===== config.mk =====
export PLATFORM = sky130hd
export DESIGN_NAME = neighbor_repulsion_accumulator_top
export DESIGN_NICKNAME = d
export VERILOG_FILES = /design/src/rtl/nra_pkg.sv /design/src/rtl/nra_comp.sv /design/src/rtl/neighbor_repulsion_accumulator_top.sv
export SDC_FILE = /design/constraint.sdc
export NUM_CORES = 2
export LEC_CHECK = 0
export ABC_AREA = 1
export BUFFER_PORTS_ARGS = -buffer_cell sky130_fd_sc_hd__buf_2
export CORE_UTILIZATION = 37
export DETAILED_ROUTE_END_ITERATION = 6
export GPL_ROUTABILITY_DRIVEN = 0
export MAX_ROUTING_LAYER = met4
export PLACE_DENSITY_LB_ADDON = 0.15
export SETUP_SLACK_MARGIN = 0.02
export SLEW_MARGIN = 20
export SYNTH_ARGS = -nofsm -noshare
export SYNTH_HDL_FRONTEND = slang
export SYNTH_SLANG_ARGS = --single-unit

===== constraint.sdc =====
create_clock -name clk -period 9.6 [get_ports clk]
set_input_delay 0.48 -clock clk [delete_from_list [all_inputs] [get_ports clk]]
set_output_delay 0.48 -clock clk [all_outputs]
set_load 0.02 [all_outputs]

===== src/rtl/nra_pkg.sv =====
package nra_pkg;

    // Field widths fixed by the interface.
    localparam int XY_W       = 32;
    localparam int ID_W       = 9;
    localparam int RAD_W      = 31;
    localparam int COUNT_W    = 9;
    localparam int CFG_IDX_W  = 8;
    localparam int CFG_DATA_W = 32;

    // Internal datapath widths: the squared distance, its root and the root remainder.
    localparam int SQ_W      = 64;
    localparam int ROOT_W    = 32;
    localparam int ROOT_REM_W = 35;

    localparam int MAX_AGENTS_DEF = 256;
    localparam int FRAC_BITS_DEF  = 16;

    typedef logic [CFG_IDX_W-1:0] cfg_idx_t;

    localparam cfg_idx_t REG_SELF_X      = cfg_idx_t'(0);
    localparam cfg_idx_t REG_SELF_Y      = cfg_idx_t'(1);
    localparam cfg_idx_t REG_COMM_RADIUS = cfg_idx_t'(2);
    localparam cfg_idx_t REG_SELF_ID     = cfg_idx_t'(3);

endpackage


===== src/rtl/nra_comp.sv =====
module nra_comp
    import nra_pkg::*;
#(
    parameter int FRAC_BITS = FRAC_BITS_DEF
)
(
    input  logic                        clk,
    input  logic                        rst_n,
    input  logic                        start,
    input  logic [RAD_W-1:0]            mag,
    input  logic                        neg,
    input  logic [ROOT_W-1:0]           dist_val,
    output logic                        done,
    output logic signed [FRAC_BITS:0]   contrib
);

    localparam int CNT_W = $clog2(FRAC_BITS + 1);
    localparam int REM_W = ROOT_W + 2;
    localparam logic [ROOT_W:0] FX_ONE = (ROOT_W + 1)'(1) << FRAC_BITS;

    logic                   active_reg, active_next;
    logic                   phase_reg, phase_next;
    logic [CNT_W-1:0]       cnt_reg, cnt_next;
    logic [REM_W-1:0]       rem_reg, rem_next;
    logic [ROOT_W:0]        div_reg, div_next;
    logic [FRAC_BITS:0]     quo_reg, quo_next;
    logic                   neg_reg, neg_next;
    logic                   done_reg, done_next;
    logic [FRAC_BITS:0]     contrib_reg, contrib_next;

    logic                   ge;
    logic [REM_W-1:0]       rem_sub;
    logic [FRAC_BITS:0]     quo_shift;

    // One restoring division step per cycle. The first pass forms the unit component
    // (mag << F) / distance, the second pass divides it by (distance + 1.0).
    assign ge        = rem_reg >= {1'b0, div_reg};
    assign rem_sub   = ge ? (rem_reg - {1'b0, div_reg}) : rem_reg;
    assign quo_shift = {quo_reg[FRAC_BITS-1:0], ge};

    always_comb
    begin
        active_next  = active_reg;
        phase_next   = phase_reg;
        cnt_next     = cnt_reg;
        rem_next     = rem_reg;
        div_next     = div_reg;
        quo_next     = quo_reg;
        neg_next     = neg_reg;
        done_next    = 1'b0;
        contrib_next = contrib_reg;
        if (start)
        begin
            active_next = 1'b1;
            phase_next  = 1'b0;
            cnt_next    = CNT_W'(FRAC_BITS);
            rem_next    = REM_W'(mag);
            div_next    = {1'b0, dist_val};
            quo_next    = '0;
            neg_next    = neg;
        end
        else if (active_reg)
        begin
            if (cnt_reg == '0)
            begin
                if (!phase_reg)
                begin
                    phase_next = 1'b1;
                    cnt_next   = CNT_W'(FRAC_BITS - 1);
                    rem_next   = REM_W'({quo_shift, 1'b0});
                    div_next   = div_reg + FX_ONE;
                    quo_next   = '0;
                end
                else
                begin
                    active_next  = 1'b0;
                    done_next    = 1'b1;
                    contrib_next = neg_reg ? (~quo_shift + 1'b1) : quo_shift;
                end
            end
            else
            begin
                rem_next = {rem_sub[REM_W-2:0], 1'b0};
                quo_next = quo_shift;
                cnt_next = cnt_reg - 1'b1;
            end
        end
    end

    always_ff @(posedge clk or negedge rst_n)
    begin
        if (!rst_n)
        begin
            active_reg <= 1'b0;
            phase_reg  <= 1'b0;
            cnt_reg    <= '0;
            done_reg   <= 1'b0;
        end
        else
        begin
            active_reg <= active_next;
            phase_reg  <= phase_next;
            cnt_reg    <= cnt_next;
            done_reg   <= done_next;
        end
    end

    always_ff @(posedge clk)
    begin
        rem_reg     <= rem_next;
        div_reg     <= div_next;
        quo_reg     <= quo_next;
        neg_reg     <= neg_next;
        contrib_reg <= contrib_next;
    end

    assign done    = done_reg;
    assign contrib = contrib_reg;

endmodule


===== src/rtl/neighbor_repulsion_accumulator_top.sv =====
// Repulsion accumulator: one item per agent (start while busy is low), results only on
// the item marked last_agent, presented for exactly one cycle with done; the receiver
// cannot stall, so done must be sampled when it appears. An item skipped for its
// identifier or for |dx| or |dy| beyond the radius passes only the magnitude check and
// the closing step. Any other item goes through the bit-serial square sum, the two-bit-per-
// cycle square root, the range check and the closing step, and one that contributes also
// passes the shift-subtract dividers before the closing step. Registers are written
// through the cfg channel, which is always ready; the user must write them only while no
// item is in work, and the block itself does not enforce it.
module neighbor_repulsion_accumulator_top
    import nra_pkg::*;
#(
    parameter int MAX_AGENTS = MAX_AGENTS_DEF,
    parameter int FRAC_BITS  = FRAC_BITS_DEF
)
(
    input  logic                        clk,
    input  logic                        rst_n,
    input  logic                        cfg_valid,
    output logic                        cfg_ready,
    input  logic [CFG_IDX_W-1:0]        cfg_index,
    input  logic [CFG_DATA_W-1:0]       cfg_data,
    input  logic                        start,
    output logic                        busy,
    input  logic [ID_W-1:0]             other_id,
    input  logic signed [XY_W-1:0]      other_x,
    input  logic signed [XY_W-1:0]      other_y,
    input  logic                        last_agent,
    output logic                        done,
    output logic signed [XY_W-1:0]      drive_x,
    output logic signed [XY_W-1:0]      drive_y,
    output logic [COUNT_W-1:0]          neighbors_used,
    output logic                        coincident_seen
);

    localparam int COUNT_CAP = (MAX_AGENTS < 511) ? MAX_AGENTS : 511;
    localparam int STEP_W    = 5;

    localparam logic [2:0] ST_IDLE  = 3'd0;
    localparam logic [2:0] ST_MAG   = 3'd1;
    localparam logic [2:0] ST_SQR   = 3'd2;
    localparam logic [2:0] ST_ROOT  = 3'd3;
    localparam logic [2:0] ST_RANGE = 3'd4;
    localparam logic [2:0] ST_DIV   = 3'd5;
    localparam logic [2:0] ST_FIN   = 3'd6;

    // Configuration registers.
    logic [XY_W-1:0]        self_x_reg;
    logic [XY_W-1:0]        self_y_reg;
    logic [RAD_W-1:0]       radius_reg;
    logic [ID_W-1:0]        self_id_reg;

    logic [2:0]             state_reg, state_next;
    logic [STEP_W-1:0]      step_reg, step_next;
    logic                   last_reg, last_next;
    logic                   id_hit_reg, id_hit_next;
    logic [XY_W-1:0]        ax_reg, ax_next;
    logic [XY_W-1:0]        ay_reg, ay_next;
    logic                   negx_reg, negx_next;
    logic                   negy_reg, negy_next;
    logic [RAD_W-1:0]       qx_reg, qx_next;
    logic [RAD_W-1:0]       qy_reg, qy_next;
    logic [SQ_W-1:0]        sq_reg, sq_next;
    logic [ROOT_W-1:0]      root_reg, root_next;
    logic [ROOT_REM_W-1:0]  rrem_reg, rrem_next;

    logic signed [XY_W-1:0] sum_x_reg, sum_x_next;
    logic signed [XY_W-1:0] sum_y_reg, sum_y_next;
    logic [COUNT_W-1:0]     used_reg, used_next;
    logic                   coin_reg, coin_next;

    logic                   done_reg, done_next;
    logic [XY_W-1:0]        drive_x_reg, drive_x_next;
    logic [XY_W-1:0]        drive_y_reg, drive_y_next;
    logic [COUNT_W-1:0]     nused_reg, nused_next;
    logic                   coin_out_reg, coin_out_next;

    logic                   accept;
    logic signed [XY_W:0]   dx, dy;
    logic [XY_W:0]          dx_abs, dy_abs;
    logic [SQ_W-1:0]        sq_addx, sq_addy;
    logic [ROOT_REM_W-1:0]  rrem_sh, rtrial;
    logic                   rge;
    logic                   in_range;

    logic                   comp_start;
    logic                   cx_done, cy_done;
    logic signed [FRAC_BITS:0] cx, cy;
    logic signed [XY_W:0]   sum_x_wide, sum_y_wide;

    assign accept    = start && (state_reg == ST_IDLE);
    assign cfg_ready = 1'b1;

    // Configuration writes.
    always_ff @(posedge clk or negedge rst_n)
    begin
        if (!rst_n)
        begin
            self_x_reg  <= '0;
            self_y_reg  <= '0;
            radius_reg  <= '0;
            self_id_reg <= '0;
        end
        else if (cfg_valid && cfg_ready)
        begin
            case (cfg_index)
                REG_SELF_X:      self_x_reg  <= cfg_data[XY_W-1:0];
                REG_SELF_Y:      self_y_reg  <= cfg_data[XY_W-1:0];
                REG_COMM_RADIUS: radius_reg  <= cfg_data[RAD_W-1:0];
                REG_SELF_ID:     self_id_reg <= cfg_data[ID_W-1:0];
                default:
                begin
                end
            endcase
        end
    end

    assign dx     = $signed({self_x_reg[XY_W-1], self_x_reg}) - $signed({other_x[XY_W-1], other_x});
    assign dy     = $signed({self_y_reg[XY_W-1], self_y_reg}) - $signed({other_y[XY_W-1], other_y});
    assign dx_abs = dx[XY_W] ? (~dx + 1'b1) : dx;
    assign dy_abs = dy[XY_W] ? (~dy + 1'b1) : dy;

    // Square sum, most significant multiplier bit first.
    assign sq_addx = qx_reg[RAD_W-1] ? SQ_W'(ax_reg[RAD_W-1:0]) : '0;
    assign sq_addy = qy_reg[RAD_W-1] ? SQ_W'(ay_reg[RAD_W-1:0]) : '0;

    // Square root, two bits of the radicand per cycle.
    assign rrem_sh = {rrem_reg[ROOT_REM_W-3:0], sq_reg[SQ_W-1:SQ_W-2]};
    assign rtrial  = ROOT_REM_W'({root_reg, 2'b01});
    assign rge     = rrem_sh >= rtrial;

    // The squared distance is within r*r exactly when the root is below r, or equals r
    // with nothing left over.
    assign in_range = (root_reg < ROOT_W'(radius_reg)) ||
                      ((root_reg == ROOT_W'(radius_reg)) && (rrem_reg == '0));

    assign comp_start = (state_reg == ST_RANGE) && in_range && (root_reg != '0);

    nra_comp #(
        .FRAC_BITS (FRAC_BITS)
    ) u_comp_x (
        .clk      (clk),
        .rst_n    (rst_n),
        .start    (comp_start),
        .mag      (ax_reg[RAD_W-1:0]),
        .neg      (negx_reg),
        .dist_val (root_reg),
        .done     (cx_done),
        .contrib  (cx)
    );

    nra_comp #(
        .FRAC_BITS (FRAC_BITS)
    ) u_comp_y (
        .clk      (clk),
        .rst_n    (rst_n),
        .start    (comp_start),
        .mag      (ay_reg[RAD_W-1:0]),
        .neg      (negy_reg),
        .dist_val (root_reg),
        .done     (cy_done),
        .contrib  (cy)
    );

    assign sum_x_wide = $signed({sum_x_reg[XY_W-1], sum_x_reg}) + (XY_W + 1)'(cx);
    assign sum_y_wide = $signed({sum_y_reg[XY_W-1], sum_y_reg}) + (XY_W + 1)'(cy);

    always_comb
    begin
        state_next    = state_reg;
        step_next     = step_reg;
        last_next     = last_reg;
        id_hit_next   = id_hit_reg;
        ax_next       = ax_reg;
        ay_next       = ay_reg;
        negx_next     = negx_reg;
        negy_next     = negy_reg;
        qx_next       = qx_reg;
        qy_next       = qy_reg;
        sq_next       = sq_reg;
        root_next     = root_reg;
        rrem_next     = rrem_reg;
        sum_x_next    = sum_x_reg;
        sum_y_next    = sum_y_reg;
        used_next     = used_reg;
        coin_next     = coin_reg;
        done_next     = 1'b0;
        drive_x_next  = drive_x_reg;
        drive_y_next  = drive_y_reg;
        nused_next    = nused_reg;
        coin_out_next = coin_out_reg;

        case (state_reg)
            ST_IDLE:
            begin
                if (accept)
                begin
                    last_next   = last_agent;
                    id_hit_next = (other_id == self_id_reg);
                    ax_next     = dx_abs[XY_W-1:0];
                    ay_next     = dy_abs[XY_W-1:0];
                    negx_next   = dx[XY_W];
                    negy_next   = dy[XY_W];
                    state_next  = ST_MAG;
                end
            end
            ST_MAG:
            begin
                if (id_hit_reg || (ax_reg > XY_W'(radius_reg)) || (ay_reg > XY_W'(radius_reg)))
                begin
                    state_next = ST_FIN;
                end
                else
                begin
                    qx_next    = ax_reg[RAD_W-1:0];
                    qy_next    = ay_reg[RAD_W-1:0];
                    sq_next    = '0;
                    step_next  = STEP_W'(RAD_W - 1);
                    state_next = ST_SQR;
                end
            end
            ST_SQR:
            begin
                sq_next = {sq_reg[SQ_W-2:0], 1'b0} + sq_addx + sq_addy;
                qx_next = {qx_reg[RAD_W-2:0], 1'b0};
                qy_next = {qy_reg[RAD_W-2:0], 1'b0};
                if (step_reg == '0)
                begin
                    root_next  = '0;
                    rrem_next  = '0;
                    step_next  = STEP_W'(ROOT_W - 1);
                    state_next = ST_ROOT;
                end
                else
                begin
                    step_next = step_reg - 1'b1;
                end
            end
            ST_ROOT:
            begin
                rrem_next = rge ? (rrem_sh - rtrial) : rrem_sh;
                root_next = {root_reg[ROOT_W-2:0], rge};
                sq_next   = {sq_reg[SQ_W-3:0], 2'b00};
                if (step_reg == '0)
                begin
                    state_next = ST_RANGE;
                end
                else
                begin
                    step_next = step_reg - 1'b1;
                end
            end
            ST_RANGE:
            begin
                if (!in_range)
                begin
                    state_next = ST_FIN;
                end
                else if (root_reg == '0)
                begin
                    // Same position as ours: no direction, only flagged.
                    coin_next  = 1'b1;
                    state_next = ST_FIN;
                end
                else
                begin
                    state_next = ST_DIV;
                end
            end
            ST_DIV:
            begin
                if (cx_done)
                begin
                    if (sum_x_wide[XY_W] != sum_x_wide[XY_W-1])
                    begin
                        sum_x_next = sum_x_wide[XY_W] ? {1'b1, {(XY_W-1){1'b0}}}
                                                      : {1'b0, {(XY_W-1){1'b1}}};
                    end
                    else
                    begin
                        sum_x_next = sum_x_wide[XY_W-1:0];
                    end
                    if (sum_y_wide[XY_W] != sum_y_wide[XY_W-1])
                    begin
                        sum_y_next = sum_y_wide[XY_W] ? {1'b1, {(XY_W-1){1'b0}}}
                                                      : {1'b0, {(XY_W-1){1'b1}}};
                    end
                    else
                    begin
                        sum_y_next = sum_y_wide[XY_W-1:0];
                    end
                    if (used_reg < COUNT_W'(COUNT_CAP))
                    begin
                        used_next = used_reg + 1'b1;
                    end
                    state_next = ST_FIN;
                end
            end
            ST_FIN:
            begin
                if (last_reg)
                begin
                    done_next     = 1'b1;
                    drive_x_next  = sum_x_reg;
                    drive_y_next  = sum_y_reg;
                    nused_next    = used_reg;
                    coin_out_next = coin_reg;
                    sum_x_next    = '0;
                    sum_y_next    = '0;
                    used_next     = '0;
                    coin_next     = 1'b0;
                end
                state_next = ST_IDLE;
            end
            default:
            begin
                state_next = ST_IDLE;
            end
        endcase
    end

    always_ff @(posedge clk or negedge rst_n)
    begin
        if (!rst_n)
        begin
            state_reg <= ST_IDLE;
            step_reg  <= '0;
            sum_x_reg <= '0;
            sum_y_reg <= '0;
            used_reg  <= '0;
            coin_reg  <= 1'b0;
            done_reg  <= 1'b0;
        end
        else
        begin
            state_reg <= state_next;
            step_reg  <= step_next;
            sum_x_reg <= sum_x_next;
            sum_y_reg <= sum_y_next;
            used_reg  <= used_next;
            coin_reg  <= coin_next;
            done_reg  <= done_next;
        end
    end

    always_ff @(posedge clk)
    begin
        last_reg     <= last_next;
        id_hit_reg   <= id_hit_next;
        ax_reg       <= ax_next;
        ay_reg       <= ay_next;
        negx_reg     <= negx_next;
        negy_reg     <= negy_next;
        qx_reg       <= qx_next;
        qy_reg       <= qy_next;
        sq_reg       <= sq_next;
        root_reg     <= root_next;
        rrem_reg     <= rrem_next;
        drive_x_reg  <= drive_x_next;
        drive_y_reg  <= drive_y_next;
        nused_reg    <= nused_next;
        coin_out_reg <= coin_out_next;
    end

    assign busy            = (state_reg != ST_IDLE);
    assign done            = done_reg;
    assign drive_x         = drive_x_reg;
    assign drive_y         = drive_y_reg;
    assign neighbors_used  = nused_reg;
    assign coincident_seen = coin_out_reg;

    // A result only follows the closing step of an item.
    a_done_after_fin: assert property (@(posedge clk) disable iff (!rst_n)
        done |-> $past(state_reg == ST_FIN))
        else $error("result strobe without a finished item");

    // Both component dividers run in lock step on the same distance.
    a_comp_lockstep: assert property (@(posedge clk) disable iff (!rst_n)
        cx_done == cy_done)
        else $error("component dividers out of step");

    // Dividers only report back while the sequencer waits for them.
    a_comp_in_div: assert property (@(posedge clk) disable iff (!rst_n)
        cx_done |-> (state_reg == ST_DIV))
        else $error("divider result outside the divide phase");

    // The root remainder never exceeds twice the root.
    a_root_rem: assert property (@(posedge clk) disable iff (!rst_n)
        (state_reg == ST_RANGE) |-> (rrem_reg <= ROOT_REM_W'({root_reg, 1'b0})))
        else $error("square root remainder out of bounds");

    a_count_cap: assert property (@(posedge clk) disable iff (!rst_n)
        used_reg <= COUNT_W'(COUNT_CAP))
        else $error("neighbor count above its cap");

endmodule

==> flow_summary_export.csv <==
group,metric,value,unit
timing,finalHoldViolCount,0,
setup_path,crit_fanout,54,
clock_tree,cts_tree,"done",
hold_path,hp-class,"in -> reg",
timing,max_freq,193,MHz
timing,hold-worst-slack,74.1,ps
layout,largest_reg_flops,64,
setup_path,critPathCaptureType,"flip-flop",
clock_tree,cts.sinks,739,
synthesis,synth_ff_type,"edfxtp_1",
timing,finClkSkew,36.9,ps
floorplan,initial_core_util,37.4,%
pwr,p_per_area,288,nW/µm²
placed_design,io_buffers,193,
floorplan,pin_count,195,
setup_path,critical_path_required,10050,ps
job,maxCapViolCount,0,
routing,drc_errors,0,
clock_tree,cts_hold_buf,2,
synthesis,synthArstFlopShare,27.3,%
routing,vias,46873,
floorplan,die_x,381,µm
timing,period_needed,5190,ps
layout,final_net_count,7730,
synthesis,synthCells,7042,
synthesis,seq_area_frac_synth,39.1,%
synthesis,avgSynthCellArea,7.54,µm²
synthesis,synth_top_cell_area_share,28.1,%
timing,max_slew.worst_pin.slew,1070,ps
routing,vias_per_cell,5.11,
timing,fin_crit_sh,54.1,%
grt,grt_pass1_vias,45780,
timing,slew_headroom,28.5,%
pwr,peakVddDrop,0.174,mV
run_status,status,"complete, no violations",
layout,layout-drive-gt1-share,7.45,%
timing,finalSetupTns,0,ps
clock_tree,post_cts_resized,0,
routing,routed_wirelength,170,mm
clock_tree,clock_latency,720,ps
routing,postRouteAntennaNets,0,
layout,n_fill_cell,14749,
floorplan,placementRows,138,
synthesis,syn_area,53100,µm²
pwr,p_leak,28.0,nW
clock_tree,clk_pin_slew,60,ps
synthesis,ys_warn_count,0,
grt,grt_max_degree,92,
grt,grt_remaining_overflow,0,
routing,route.detailed.wl_per_inst,18.5,µm
layout,area_delta_synth_final,11.4,%
floorplan,dieArea,145000,µm²
synthesis,synth_nets,7560,
synthesis,synth_cell_types,68,
clock_tree,postCtsSetupBuffers,0,
clock_tree,cts.path.max_buffers,3,
timing,slew_viol_final,0,
grt,track_usage,23.9,%
setup_path,startpoint_type,"flip-flop",
clock_tree,cts_root_buf,"clkbuf_16",
setup_path,worstSetupPathType,"reg -> reg",
synthesis,synth_edf_count,497,
floorplan,core_area,142000,µm²
routing,drt_iter0_drc,3740,
setup_path,crit_arrival,5630,ps
clock_tree,cts_buffers,88,
routing,firstDrtPassIters,6,
synthesis,synth_largest_area_cell,"edfxtp_1",
placed_design,place_hpwl,133,mm
grt,grt_antenna_before_repair,5,
timing,setup_viol,0,
synthesis,ys_seq_elements,739,
floorplan,die_y,381,µm
clock_tree,h-tree-depth,3,
timing,rsz0062_at_grt,"no",
grt,grt_pass1_wl,264,mm
synthesis,synth_area_leaders,"edfxtp_1 28%, nand2_1 14%, dfrtp_1 9.5%",
-- cell type report --
| cell class | instances | area (µm²) | share of cell area (%) |
|---|---|---|---|
| repair buffers | 225 | 1240 | 2.09 |
| multi-input cells | 5114 | 27800 | 47.0 |
| flip-flops and latches | 739 | 20800 | 35.1 |
| clock inverters | 59 | 729 | 1.23 |
| inverters | 1044 | 3920 | 6.63 |
| clock buffers | 107 | 2340 | 3.96 |
| diodes | 2 | 5.00 | 0.00846 |
| well taps | 1890 | 2360 | 4.00 |
-- layer usage --
layer	global-route usage, %	routed length (µm)	vias up
met5	-	0	-
met4	8.17	6180	0
met3	2.71	8420	263
met2	38.2	77400	1214
met1	31.5	78100	21880
li1	-	-	23516
-- worst max-delay path, cell delays in order (launching register included) --
cell,delay (ps)
edfxtp_1,360
inv_1,150
ha_1,300
a21oi_1,200
nor2_1,60
nor2_1,160
nor2_1,60
a211oi_1,260
nand3_2,180
nand2_1,120
nand2_1,500
inv_2,900
ha_1,270
inv_1,50
nor3_1,200
nand2_1,100
nor2_1,140
nand4_1,120
o21ai_0,260
o21ai_0,180
nor2_1,120
a21oi_1,80
xor2_1,140
-- worst paths after layout --
path	depth (start not counted)	end	startpoint	slack, ps
min	3	self_x_reg[31]	cfg_data[31]	70
min reg2reg	0	u_comp_y.neg_reg	negy_reg	440
min in group asynchronous	2	sum_y_reg[11]	rst_n	370
max reg2reg	22	u_comp_x.contrib[16]	u_comp_x.div_reg[19]	4410
max	22	u_comp_x.contrib[16]	u_comp_x.div_reg[19]	4410
max in group asynchronous	3	sum_x_reg[2]	rst_n	7880
-- report_power, final --
group	total [mW]	switching, mW	internal (mW)
clock network	3.58	1.49	2.09
logic	8.00	5.42	2.58
registers	5.47	0.750	4.72
total	17.0	7.66	9.39
-- cells by family after synthesis --
kind of cell / after synthesis / synth area share [%]
adder cells (fa/ha/maj): 400 / 9.95
other: 1 / 0.00706
XOR/XNOR: 247 / 4.16
AND/OR/NAND/NOR: 3314 / 26.1
AO/OA/AOI/OAI: 1152 / 11.9
flip-flops: 739 / 39.1
buffers and inverters: 1189 / 8.75
-- layout by cell type (no fill, tap or decap), drive strengths merged, types with 37 or more instances in the layout --
cell	n
fa	37
o21ai	527
nand2	2022
xor2	153
buf	223
nand3	424
dfxtp	40
clkbuf	107
ha	363
o22ai	37
nor3	97
xnor2	94
dfrtp	202
nor2	603
a21oi	430
inv	1046
nand4	71
clkinv	40
edfxtp	497
nor4	44
-- through the flow --
stage	total power [mW]	cell area, µm²	setup WS, ps	instances	util, %
after global placement	13.3	56000	4430	9008	39.5
after global routing	18.4	59200	3830	9179	41.7
after CTS	17.1	59100	4410	9176	41.6
after floorplan	11.1	53100	2920	7042	-
after detailed placement	13.4	56000	4450	9008	39.5
final	17.0	59200	4410	9180	41.7
-- Yosys cell counts (69+ instances only) --
cell type,number
a21oi_1,420
clkbuf_1,69
dfrtp_1,202
edfxtp_1,497
ha_1,363
inv_1,1011
nand2_1,1983
nand3_1,408
nand4_1,70
nor2_1,581
nor3_1,93
o21ai_0,504
xnor2_1,89
xor2_1,152
Power figures use the tool's default switching activity.
